<file path="src/design/dlefd_pkg.sv">
`timescale 1ns / 1ps
`default_nettype none
// ----------------------------------------------------------------------------
// dlefd_pkg
// Shared constants and types of the DLE framed message deframer.
// ----------------------------------------------------------------------------
package dlefd_pkg;

   localparam int BUF_LEN  = 256;
   localparam int MAX_DATA = 223;
   localparam int AW       = $clog2(BUF_LEN);
   localparam int WP_W     = $clog2(BUF_LEN + 1);
   localparam int CMP_W    = (WP_W > 10) ? WP_W : 10;
   localparam int HDR_MAX  = 13;
   localparam int WIDX_W   = 5;

   localparam logic [7:0] DLE       = 8'h10;
   localparam logic [7:0] STX       = 8'h02;
   localparam logic [7:0] ETX       = 8'h03;
   localparam logic [7:0] TYPE_DATA = 8'h93;
   localparam logic [7:0] TYPE_REQ  = 8'h94;

   localparam logic [3:0] HDR_END_DATA = 4'd13;
   localparam logic [3:0] HDR_END_REQ  = 4'd8;

   localparam logic [7:0] DEFAULT_SOURCE_RST = 8'd65;

   typedef struct packed {
      logic          en;
      logic [AW-1:0] addr;
      logic [7:0]    data;
   } wr_type;

   typedef struct packed {
      logic            ok;
      logic [7:0]      prio;
      logic [23:0]     pgn;
      logic [7:0]      dest;
      logic [7:0]      src;
      logic [31:0]     tm;
      logic [7:0]      dlen;
      logic [3:0]      hdr_end;
      logic [WP_W-1:0] n;
   } frame_type;

endpackage
`default_nettype wire

</file>
<file path="src/design/dlefd_parser.sv">
`timescale 1ns / 1ps
`default_nettype none
// ----------------------------------------------------------------------------
// dlefd_parser
// Byte-level DLE/STX/ETX framing, body store writes, checksum and header
// capture, and the end-of-frame validity check.
// ----------------------------------------------------------------------------
module dlefd_parser (
   input  wire logic               clock,
   input  wire logic               reset,
   input  wire logic               byte_valid,
   input  wire logic [7:0]         rx_byte,
   input  wire logic [31:0]        now_ms,
   input  wire logic [7:0]         default_source,
   output dlefd_pkg::wr_type       wr,
   output dlefd_pkg::frame_type    fin
);

   logic [dlefd_pkg::WP_W-1:0] wp_ff, wp_in;
   logic [7:0]                 sum_ff, sum_in;
   logic                       start_ff, start_in;
   logic                       inmsg_ff, inmsg_in;
   logic                       esc_ff, esc_in;
   logic [7:0]                 last_ff;
   logic [7:0]                 hdr_ff [0:dlefd_pkg::HDR_MAX-1];

   logic do_store, do_clear, do_start, do_finish;
   logic full, store_ok, skip_sum;
   logic [dlefd_pkg::CMP_W-1:0] wp_c, len3_c;
   logic is_data, is_req;
   logic [7:0] dlen;
   logic [3:0] hdr_end;

   assign wp_c     = dlefd_pkg::CMP_W'(wp_ff);
   assign full     = (wp_ff == dlefd_pkg::WP_W'(dlefd_pkg::BUF_LEN));
   assign store_ok = do_store && !full;
   // checksum byte sits at body index length + 2
   assign skip_sum = (wp_c >= dlefd_pkg::CMP_W'(2))
                     && (wp_c == dlefd_pkg::CMP_W'(hdr_ff[1]) + dlefd_pkg::CMP_W'(2));

   always_comb begin
      wp_in     = wp_ff;
      sum_in    = sum_ff;
      start_in  = start_ff;
      inmsg_in  = inmsg_ff;
      esc_in    = esc_ff;
      do_store  = 1'b0;
      do_clear  = 1'b0;
      do_start  = 1'b0;
      do_finish = 1'b0;
      if (byte_valid) begin
         if (inmsg_ff) begin
            if (esc_ff) begin
               if (rx_byte == dlefd_pkg::DLE) begin
                  esc_in   = 1'b0;
                  do_store = 1'b1;
               end else if (rx_byte == dlefd_pkg::ETX) begin
                  do_finish = 1'b1;
                  do_clear  = 1'b1;
               end else if (rx_byte == dlefd_pkg::STX) begin
                  do_clear = 1'b1;
                  do_start = 1'b1;
               end else begin
                  do_clear = 1'b1;
               end
            end else if (rx_byte == dlefd_pkg::DLE) begin
               esc_in = 1'b1;
            end else begin
               do_store = 1'b1;
            end
         end else if (rx_byte == dlefd_pkg::STX) begin
            start_in = 1'b0;
            if (esc_ff) begin
               do_clear = 1'b1;
               do_start = 1'b1;
            end
         end else begin
            esc_in = (rx_byte == dlefd_pkg::DLE);
            if (start_ff) begin
               start_in = 1'b0;
               inmsg_in = 1'b1;
               do_store = 1'b1;
            end
         end
      end
      if (store_ok) begin
         wp_in = wp_ff + dlefd_pkg::WP_W'(1);
         if (!skip_sum) begin
            sum_in = sum_ff + rx_byte;
         end
      end
      if (do_clear || (do_store && full)) begin
         wp_in    = '0;
         sum_in   = '0;
         start_in = 1'b0;
         inmsg_in = 1'b0;
         esc_in   = 1'b0;
      end
      if (do_start) begin
         start_in = 1'b1;
      end
   end

   always_ff @(posedge clock) begin
      if (reset) begin
         wp_ff    <= '0;
         sum_ff   <= '0;
         start_ff <= 1'b0;
         inmsg_ff <= 1'b0;
         esc_ff   <= 1'b0;
      end else begin
         wp_ff    <= wp_in;
         sum_ff   <= sum_in;
         start_ff <= start_in;
         inmsg_ff <= inmsg_in;
         esc_ff   <= esc_in;
      end
   end

   always_ff @(posedge clock) begin
      if (store_ok) begin
         last_ff <= rx_byte;
      end
   end

   for (genvar k = 0; k < dlefd_pkg::HDR_MAX; k++) begin : g_hdr
      always_ff @(posedge clock) begin
         if (store_ok && (wp_ff == dlefd_pkg::WP_W'(k))) begin
            hdr_ff[k] <= rx_byte;
         end
      end
   end

   assign wr.en   = store_ok;
   assign wr.addr = wp_ff[dlefd_pkg::AW-1:0];
   assign wr.data = rx_byte;

   assign is_data = (hdr_ff[0] == dlefd_pkg::TYPE_DATA);
   assign is_req  = (hdr_ff[0] == dlefd_pkg::TYPE_REQ);
   assign len3_c  = dlefd_pkg::CMP_W'(hdr_ff[1]) + dlefd_pkg::CMP_W'(3);
   assign hdr_end = is_data ? dlefd_pkg::HDR_END_DATA : dlefd_pkg::HDR_END_REQ;
   assign dlen    = is_data ? hdr_ff[12] : hdr_ff[7];

   assign fin.ok = do_finish
                   && (wp_c >= dlefd_pkg::CMP_W'(2))
                   && (is_data || is_req)
                   && (wp_c == len3_c)
                   && ((8'd0 - sum_ff) == last_ff)
                   && (wp_c >= dlefd_pkg::CMP_W'(hdr_end))
                   && (dlen <= 8'(dlefd_pkg::MAX_DATA));
   assign fin.prio    = hdr_ff[2];
   assign fin.pgn     = {hdr_ff[5], hdr_ff[4], hdr_ff[3]};
   assign fin.dest    = hdr_ff[6];
   assign fin.src     = is_data ? hdr_ff[7] : default_source;
   assign fin.tm      = is_data ? {hdr_ff[11], hdr_ff[10], hdr_ff[9], hdr_ff[8]} : now_ms;
   assign fin.dlen    = dlen;
   assign fin.hdr_end = hdr_end;
   assign fin.n       = wp_ff;

endmodule
`default_nettype wire

</file>
<file path="src/design/dle_framed_message_deframer_top.sv">
// a non-final request is absorbed by the parser; one request per cycle while the drain sequencer is idle
// an end-of-frame request of a valid message yields its words one after another, each made by:
//   8 single-byte reads of the frame memory, a fill state, one output load
// the next request is taken once the last word sits in the output register
// reset is synchronous; it clears control state, the frame memory is not cleared
`timescale 1ns / 1ps
`default_nettype none
// ----------------------------------------------------------------------------
// dle_framed_message_deframer_top
// DLE framed message deframer: parser, frame body memory, word drain sequencer and
// output register.
// ----------------------------------------------------------------------------
module dle_framed_message_deframer_top (
   input  wire logic        clock,
   input  wire logic        reset,
   input  wire logic        req_valid,
   output logic             req_ready,
   input  wire logic [7:0]  req_rx_byte,
   input  wire logic [31:0] req_now_ms,
   output logic             rsp_valid,
   input  wire logic        rsp_ready,
   output logic [7:0]       rsp_priority_res,
   output logic [23:0]      rsp_pgn,
   output logic [7:0]       rsp_destination,
   output logic [7:0]       rsp_source,
   output logic [31:0]      rsp_msg_time,
   output logic [7:0]       rsp_data_len,
   output logic [63:0]      rsp_data_word,
   output logic [4:0]       rsp_word_index,
   output logic             rsp_last,
   input  wire logic        csr_valid,
   output logic             csr_ready,
   input  wire logic [7:0]  csr_default_source
);

   typedef enum logic [3:0] {
      S_IDLE = 4'b0001,
      S_READ = 4'b0010,
      S_FILL = 4'b0100,
      S_EMIT = 4'b1000
   } drain_state_type;

   drain_state_type state_ff, state_in;

   logic [7:0] src_ff;
   logic       req_accept;

   dlefd_pkg::wr_type    wr;
   dlefd_pkg::frame_type fin;
   dlefd_pkg::frame_type desc_ff;

   logic [7:0]                    frame_mem [0:dlefd_pkg::BUF_LEN-1];
   logic [7:0]                    rd_data_ff;
   logic [dlefd_pkg::AW-1:0]      rd_addr;
   logic [dlefd_pkg::CMP_W-1:0]   pay_addr;
   logic                          rd_use;

   logic [7:0]                    bi_ff, bi_in;
   logic [dlefd_pkg::WIDX_W-1:0]  widx_ff, widx_in;
   logic [dlefd_pkg::WIDX_W-1:0]  words_m1_ff, words_m1_in;
   logic                          pend_ff, pend_in;
   logic                          pend_use_ff;
   logic [2:0]                    pend_lane_ff;
   logic [7:0]                    word_ff [0:7];
   logic [63:0]                   word_flat;

   logic rsp_valid_ff, rsp_valid_in;
   logic load;

   assign csr_ready = 1'b1;

   always_ff @(posedge clock) begin
      if (reset) begin
         src_ff <= dlefd_pkg::DEFAULT_SOURCE_RST;
      end else if (csr_valid) begin
         src_ff <= csr_default_source;
      end
   end

   assign req_ready  = (state_ff == S_IDLE);
   assign req_accept = req_valid && req_ready;

   dlefd_parser u_parser (
      .clock          (clock),
      .reset          (reset),
      .byte_valid     (req_accept),
      .rx_byte        (req_rx_byte),
      .now_ms         (req_now_ms),
      .default_source (src_ff),
      .wr             (wr),
      .fin            (fin)
   );

   // frame body memory
   assign pay_addr = dlefd_pkg::CMP_W'(desc_ff.hdr_end) + dlefd_pkg::CMP_W'(bi_ff);
   assign rd_addr  = pay_addr[dlefd_pkg::AW-1:0];
   assign rd_use   = (bi_ff < desc_ff.dlen)
                     && (pay_addr < dlefd_pkg::CMP_W'(desc_ff.n) - dlefd_pkg::CMP_W'(1));

   always_ff @(posedge clock) begin
      if (wr.en) begin
         frame_mem[wr.addr] <= wr.data;
      end
      rd_data_ff <= frame_mem[rd_addr];
   end

   always_ff @(posedge clock) begin
      if (pend_ff) begin
         word_ff[pend_lane_ff] <= pend_use_ff ? rd_data_ff : 8'd0;
      end
   end

   always_comb begin
      for (int k = 0; k < 8; k++) begin
         word_flat[8*k +: 8] = word_ff[k];
      end
   end

   assign load = (state_ff == S_EMIT) && (!rsp_valid_ff || rsp_ready);

   // drain sequencer
   always_comb begin
      state_in    = state_ff;
      bi_in       = bi_ff;
      widx_in     = widx_ff;
      words_m1_in = words_m1_ff;
      pend_in     = 1'b0;
      case (state_ff)
         S_IDLE: begin
            if (req_accept && fin.ok) begin
               state_in    = S_READ;
               bi_in       = '0;
               widx_in     = '0;
               words_m1_in = (fin.dlen == 8'd0) ? '0
                             : dlefd_pkg::WIDX_W'((fin.dlen - 8'd1) >> 3);
            end
         end
         S_READ: begin
            pend_in = 1'b1;
            bi_in   = bi_ff + 8'd1;
            if (bi_ff[2:0] == 3'd7) begin
               state_in = S_FILL;
            end
         end
         S_FILL: begin
            state_in = S_EMIT;
         end
         S_EMIT: begin
            if (load) begin
               if (widx_ff == words_m1_ff) begin
                  state_in = S_IDLE;
               end else begin
                  widx_in  = widx_ff + dlefd_pkg::WIDX_W'(1);
                  state_in = S_READ;
               end
            end
         end
         default: begin
            state_in = S_IDLE;
         end
      endcase
   end

   always_ff @(posedge clock) begin
      if (reset) begin
         state_ff <= S_IDLE;
         pend_ff  <= 1'b0;
      end else begin
         state_ff <= state_in;
         pend_ff  <= pend_in;
      end
   end

   always_ff @(posedge clock) begin
      bi_ff        <= bi_in;
      widx_ff      <= widx_in;
      words_m1_ff  <= words_m1_in;
      pend_use_ff  <= rd_use;
      pend_lane_ff <= bi_ff[2:0];
      if (state_ff == S_IDLE && req_accept && fin.ok) begin
         desc_ff <= fin;
      end
   end

   // output register
   assign rsp_valid_in = (rsp_valid_ff && !rsp_ready) || load;

   always_ff @(posedge clock) begin
      if (reset) begin
         rsp_valid_ff <= 1'b0;
      end else begin
         rsp_valid_ff <= rsp_valid_in;
      end
   end

   always_ff @(posedge clock) begin
      if (load) begin
         rsp_priority_res <= desc_ff.prio;
         rsp_pgn          <= desc_ff.pgn;
         rsp_destination  <= desc_ff.dest;
         rsp_source       <= desc_ff.src;
         rsp_msg_time     <= desc_ff.tm;
         rsp_data_len     <= desc_ff.dlen;
         rsp_data_word    <= word_flat;
         rsp_word_index   <= widx_ff;
         rsp_last         <= (widx_ff == words_m1_ff);
      end
   end

   assign rsp_valid = rsp_valid_ff;

`ifndef NO_ASSERTIONS
   a_no_write_in_drain : assert property (@(posedge clock) disable iff (reset)
      wr.en |-> (state_ff == S_IDLE))
      else $error("frame memory written during drain");

   a_last_matches_len : assert property (@(posedge clock) disable iff (reset)
      rsp_valid |-> (rsp_last == (rsp_word_index == ((rsp_data_len == 8'd0) ? 5'd0
                     : 5'((rsp_data_len - 8'd1) >> 3)))))
      else $error("last flag disagrees with data length");

   a_len_in_range : assert property (@(posedge clock) disable iff (reset)
      rsp_valid |-> (rsp_data_len <= 8'(dlefd_pkg::MAX_DATA)))
      else $error("data length above maximum");

   a_read_to_fill : assert property (@(posedge clock) disable iff (reset)
      (state_ff == S_READ) && (bi_ff[2:0] == 3'd7) |=> (state_ff == S_FILL))
      else $error("word read did not end after eight bytes");
`endif

endmodule
`default_nettype wire
</file>
<file path="config.mk">
export PLATFORM = sky130hd
export DESIGN_NAME = dle_framed_message_deframer_top
export DESIGN_NICKNAME = d
export VERILOG_FILES = /design/src/design/dlefd_pkg.sv /design/src/design/dlefd_parser.sv /design/src/design/dle_framed_message_deframer_top.sv
export SDC_FILE = /design/constraint.sdc
export NUM_CORES = 2
export LEC_CHECK = 0
export BUFFER_PORTS_ARGS = -buffer_cell sky130_fd_sc_hd__buf_2
export CAP_MARGIN = 20
export CELL_PAD_IN_SITES_DETAIL_PLACEMENT = 1
export CELL_PAD_IN_SITES_GLOBAL_PLACEMENT = 1
export CORE_ASPECT_RATIO = 1.75
export CORE_MARGIN = 2
export CORE_UTILIZATION = 55
export DETAILED_ROUTE_END_ITERATION = 6
export PLACE_DENSITY_LB_ADDON = 0.1
export SLEW_MARGIN = 10
export SYNTH_ARGS = -nofsm -noshare
export SYNTH_HDL_FRONTEND = slang
export SYNTH_SLANG_ARGS = --single-unit
</file>
<file path="constraint.sdc">
create_clock -name clock -period 11.9 [get_ports clock]
set_clock_uncertainty 0.2 [all_clocks]
set_input_delay 0.595 -clock clock [delete_from_list [all_inputs] [get_ports clock]]
set_output_delay 0.595 -clock clock [all_outputs]
set_load 0.02 [all_outputs]
</file>
## Word-level counts from Yosys, hierarchy flattened

Memory sizes are Yosys's and may differ from the RTL's. A register that Yosys moved wholly into a read port is not among the register bits.
Index checks and enable logic that the tools add are counted.

| storage, ports and cells | value |
|---|---|
| flip-flop bits (word level) | 219 |
| bits in latches | 0 |
| RAM bits | 2,216 |
| bits in read-only memories | 0 |
| input port bits | 53 |
| output and inout port bits | 161 |
| logic and storage cells | 255 |
| memories | 3 |

| cells by class | value |
|---|---|
| add/sub/neg operators | 10 |
| multiply operators | 0 |
| divide/modulo/power cells | 0 |
| order comparisons | 5 |
| equality and inequality tests | 33 |
| shift operators | 0 |
| multiplexer cells | 114 |
| bitwise gates (word level) | 1 |
| reductions and logical operators | 61 |

Memory list:

| name | depth | bits a word | read ports | clocked after memory_dff | write ports | RTL line | source |
|---|---|---|---|---|---|---|---|
| frame_mem | 256 | 8 | 1 | 1 | 1 | dle_framed_message_deframer_top.sv:52 | `logic [7:0] frame_mem [0:dlefd_pkg::BUF_LEN-1];` |
| u_parser.hdr_ff | 13 | 8 | 13 | 5 | 1 | dlefd_parser.sv:25 | `logic [7:0] hdr_ff [0:dlefd_pkg::HDR_MAX-1];` |
| word_ff | 8 | 8 | 8 | 8 | 1 | dle_framed_message_deframer_top.sv:64 | `logic [7:0] word_ff [0:7];` |

Operators with widths:

| operator | number |
|---|---|
| $mux W8 | 16 |
| $reduce_or A8 Y1 | 12 |
| $mux W1 | 74 |
| $mux W4 | 15 |
| $eq A9 B4 Y1 const B | 5 |
| $eq A9 B3 Y1 const B | 4 |
| $mux W32 | 1 |
| $logic_and A1 B1 Y1 | 29 |
| $eq A9 B10 Y1 | 2 |
| $add A8 B2 Y9 const B | 2 |
| $eq A9 B2 Y1 const B | 2 |
| $eq A8 B2 Y1 const B | 2 |
| $eq A8 B8 Y1 const B | 2 |
| $pmux W4 S4 | 1 |
| $pmux W8 S2 | 1 |
| $mux W5 | 3 |
| $lt A9 B10 Y1 | 1 |
| $pmux W5 S2 | 1 |
| $reduce_and A2 Y1 | 5 |
| $sub A9 B1 Y10 const B | 1 |
| $add A4 B8 Y9 | 1 |
| $add A9 B1 Y9 const B | 1 |
| $eq A9 B1 Y1 const B | 1 |
| $eq A9 B9 Y1 const B | 1 |
| other kinds (32) | 41 |

## Logic depth before layout (Yosys ltp)

| logic depth | value |
|---|---|
| depth in word-level cells | 22 |
| depth in mapped cells | 14 |
| depth with buffers taken out | 12 |

## By module

Synthesis repeated with hierarchy kept, for this count alone.

| unflattened totals | value |
|---|---|
| cells, all modules | 4,943 |
| area, all modules | 98,530.7 µm² |

Modules (own cells, without submodules):

| module | times used | cells an instance | area each (µm²) |
|---|---|---|---|
| dle_framed_message_deframer_top | 1 | 4,401 | 91,821.8 |
| dlefd_parser | 1 | 542 | 6,708.9 |

## Worst setup path after synthesis

Ideal clock, no wire load.

| timing | value |
|---|---|
| path kind | reg2reg |
| start point | register state_ff[2] |
| end point | register widx_ff[0] (netlist bit), enable pin |
| arrival time | 8.452 ns |
| slack | 2.914 ns |
| stages on the path, launching flop included | 7 |
| buffers on the path | 2 |
| period minus slack after synthesis | 8.986 ns |
| cell sequence | dfxtp_1 -> clkbuf_1 -> or4b_2 -> clkbuf_1 -> nor2_1 -> nand2_1 -> nand2_1 |

| on the way | value |
|---|---|
| elaborated cells between the ends (all ways) | 17 |

RTL lines:

| item | RTL line | source |
|---|---|---|
| start: declaration | dle_framed_message_deframer_top.sv:43 | `drain_state_type state_ff, state_in;` |
| start signal: assignment | dle_framed_message_deframer_top.sv:169 | `state_ff <= state_in;` |
| $eq A4 B4 Y1 | dle_framed_message_deframer_top.sv:119 | `assign load = (state_ff == S_EMIT) && (!rsp_valid_ff \|\| rsp_ready);` |
| $logic_and A1 B1 Y1 | dle_framed_message_deframer_top.sv:119 |  |
| net load | dle_framed_message_deframer_top.sv:68 | `logic load;` |
| $ne A2 B2 Y1 (no line) | n/a |  |
| $reduce_and A4 Y1 (no line) | n/a |  |
| end signal: assignment | dle_framed_message_deframer_top.sv:176 | `widx_ff <= widx_in;` |
| end: declaration | dle_framed_message_deframer_top.sv:59 | `logic [dlefd_pkg::WIDX_W-1:0] widx_ff, widx_in;` |

The timed path passes the listed nets, and every way through them passes these cells.
A chain may end at the register's enable or synchronous reset.

## Final worst setup path

| timing | value |
|---|---|
| start point | register bi_ff[0] |
| end point | register rd_data_ff[4] (read register of frame_mem) |

| on the way | value |
|---|---|
| word-level cells in the longest chain between the ends | 1 |

RTL lines:

| item | RTL line | source |
|---|---|---|
| start: declaration | dle_framed_message_deframer_top.sv:58 | `logic [7:0] bi_ff, bi_in;` |
| start signal: assignment | dle_framed_message_deframer_top.sv:175 | `bi_ff <= bi_in;` |
| $add A4 B8 Y9 | dle_framed_message_deframer_top.sv:95 | `assign pay_addr = dlefd_pkg::CMP_W'(desc_ff.hdr_end) + dlefd_pkg::CMP_W'(bi_ff);` |
| end: declaration | dle_framed_message_deframer_top.sv:53 | `logic [7:0] rd_data_ff;` |

Every way passes these cells.

==> metrics <==
status finished with violations; failing checks hold timing; core area between 0.15 and 0.2 mm²; Max Cap Viol 0; initial drt markers 4162; Post-Syn Area 0.0969 mm²; root buf cell clkbuf_16; Crit. End Element flip-flop; Skew-Pair Late Insertion Delay 860 ps; reg2reg path depth 8; final setup fails 0; number of cell rows between 200 and 250; Final period util 47.9%; worst slew pin tran 1210 ps; Final nets slightly below 5000; crit path max fanout 48; pins over their slew limit 0; Clk network pwr share 41.6%; max_slew headroom 19.1%; vias in the first global route around 49000; Cells after Synth 4426; DRC viols 0; first-pass GRT wire length between 300000 and 400000 µm; clock tree sinks about 2500; Hold Violations, Final 2; Startpoint Class flip-flop; syn_nets 4521; total CTS buffers 221; Routed Antenna Nets 0; commonest non-fill, non-tap cell in the layout edfxtp_1; initial antenna violation count 9; ratio of cells with drive above 1 in the final layout 26.1%; post-synthesis sequential area ratio 78.3%; via count between 40000 and 50000; Remaining Overflow, GRT 0; hpwl dp 155000 µm; Avg WL per Cell 34.1 µm; Max Clk Rate 175 MHz; RSZ-0062 raised after global routing false; drt pass-1 iters 5; Core Util, Final 62.0%; most frequent cells in the layout edfxtp_1, mux4_2, nor2_1; pin count of the biggest net entering global routing 183; Yosys warnings 0; Total Wirelength 246000 µm; H-tree depth 4; Die ar. 0.180 mm²; Worst Path Required 12370 ps; Post-synth EDFFs between 2000 and 2500; Hold Path Stages 1; Worst Hold Class in2reg; Worst-path clk slew roughly 70 ps; Worst EP arrival 6170 ps; Yosys cell types 69; die height 559 µm; Fin Setup TNS 0 ps; Comb power frac 1.4%; final worst path period need 5710 ps; fraction of registers with async set/reset 0%; via/cell ratio about 6.3; Tot GR Track Use 27.9%; Top FF cell, synth edfxtp_1; Die X-Extent between 300 and 400 µm; crit path kind reg2reg; Static Leak 34.7 nW; P_int 13.9 mW; Flop pwr share 57.0%; Initial Util 55.4%; port bufs 212; pwr dens 159 mW/mm²; Filler cells between 10000 and 15000; TritonCTS clock tree yes; Hold Slack -12.8 ps; area delta synth->final 12.0%; Synth Register Bits 2544; switch share 19.2%; I/O pin cnt roughly 210; switching power 3.30 mW; CTS max path bufs 4; worst vdd ir 0.112 mV; RePlAce Congestion 0.826; average size of a mapped cell ~22 µm²
flip-flops by register name, summed over array words and instances (netlist names), 4 cells and up:
signal and cells:
bi_ff 8, desc_ff 98, frame_mem 2048, rd_data_ff 8
rsp_data_len 8, rsp_data_word 64, rsp_destination 8, rsp_msg_time 32
rsp_pgn 24, rsp_priority_res 8, rsp_source 8, rsp_word_index 5
src_ff 8, state_ff 4, u_parser.hdr_ff 104, u_parser.last_ff 8
u_parser.sum_ff 8, u_parser.wp_ff 9, widx_ff 5, word_ff 64
words_m1_ff 5
cells in the mapped netlist (29+ instances only):
cell      instances  share of area [%]
nor2_1          351                1.4
inv_1            34               0.13
clkbuf_1        138               0.53
buf_2            70               0.36
nand2_1         220               0.85
a22oi_1          40               0.31
ha_1             41               0.53
dfxtp_1          46               0.95
xnor2_1          34               0.31
edfxtp_1       2498                 77
mux4_2          640                 15
xor2_1           29               0.26
kinds of logic (layout without fill, tap and decap cells):
kind of cell | after synthesis | after routing | share of synthesized area [%]
buffers and inverters | 261 | 801 | 1.17
adder cells (fa/ha/maj) | 42 | 42 | 0.550
other | 1 | 3 | 0.00387
AO/OA/AOI/OAI | 159 | 159 | 1.25
flip-flops | 2544 | 2544 | 78.3
XOR/XNOR | 63 | 63 | 0.569
multiplexers | 658 | 658 | 15.1
AND/OR/NAND/NOR | 698 | 698 | 3.08
area by class of cell:
class | instances | area (µm²) | share of cell area [%]
well taps | 2255 | 2820 | 2.60
multi-input cells | 1621 | 20000 | 18.4
clock buffers | 270 | 5730 | 5.28
inverters | 34 | 130 | 0.120
repair buffers | 367 | 2600 | 2.40
flip-flops and latches | 2544 | 75900 | 69.9
diodes | 2 | 5.00 | 0.00461
clock inverters | 130 | 1370 | 1.26
critical path, cell delays in order (launching register included):
cell      delay [ps]
edfxtp_1         500
ha_4             530
buf_4            710
buf_4            890
mux4_2           650
mux4_2           540
a22o_1           230
a221oi_1         890
o221ai_1         250
timing repair:
item | CTS | global route
hold buffers | 63 | 0
endpoints found under the hold margin | 246 | 0
gates resized for setup | 0 | 0
setup buffers | 0 | 0
through the flow:
step | std cells | area, µm² | worst slack, ps | total power [mW]
2_1_floorplan | 4426 | 96900 | 2910 | 10.1
3_3_place_gp | 6751 | 101000 | 6170 | 10.2
3_5_place_dp | 6755 | 101000 | 6150 | 10.2
4_1_cts | 7218 | 109000 | 6180 | 17.3
5_1_grt | 7222 | 109000 | 6010 | 17.6
6_report | 7223 | 109000 | 6190 | 17.2
path summary, 6_finish.rpt:
check                                          to      startpoint  slack (ps)
worst max-delay path                rd_data_ff[4]        bi_ff[0]        6190
worst min-delay path            frame_mem[212][5]  req_rx_byte[5]         -10
worst max register to register      rd_data_ff[4]        bi_ff[0]        6190
worst min register to register  rsp_data_word[23]   word_ff[2][7]         220
layer usage:
layer  vias up  routed length (µm)  track usage [%]
li1      18933                   -                -
met1     24156               85200             32.5
met2      1648              134000             50.7
met3       476               13000             3.68
met4         4               13600             13.5
met5         -                  23                0
power groups by stage:
stage | clock (mW) | sequential, mW | combinational, mW
after global routing | 7.53 | 9.81 | 0.260
after global placement | 0 | 10.0 | 0.217
final | 7.16 | 9.81 | 0.244
after detailed placement | 0 | 10.0 | 0.228
after CTS | 7.26 | 9.81 | 0.246
after floorplan | 0 | 10.0 | 0.0440
No activity file was read; power rests on OpenSTA's default activity.
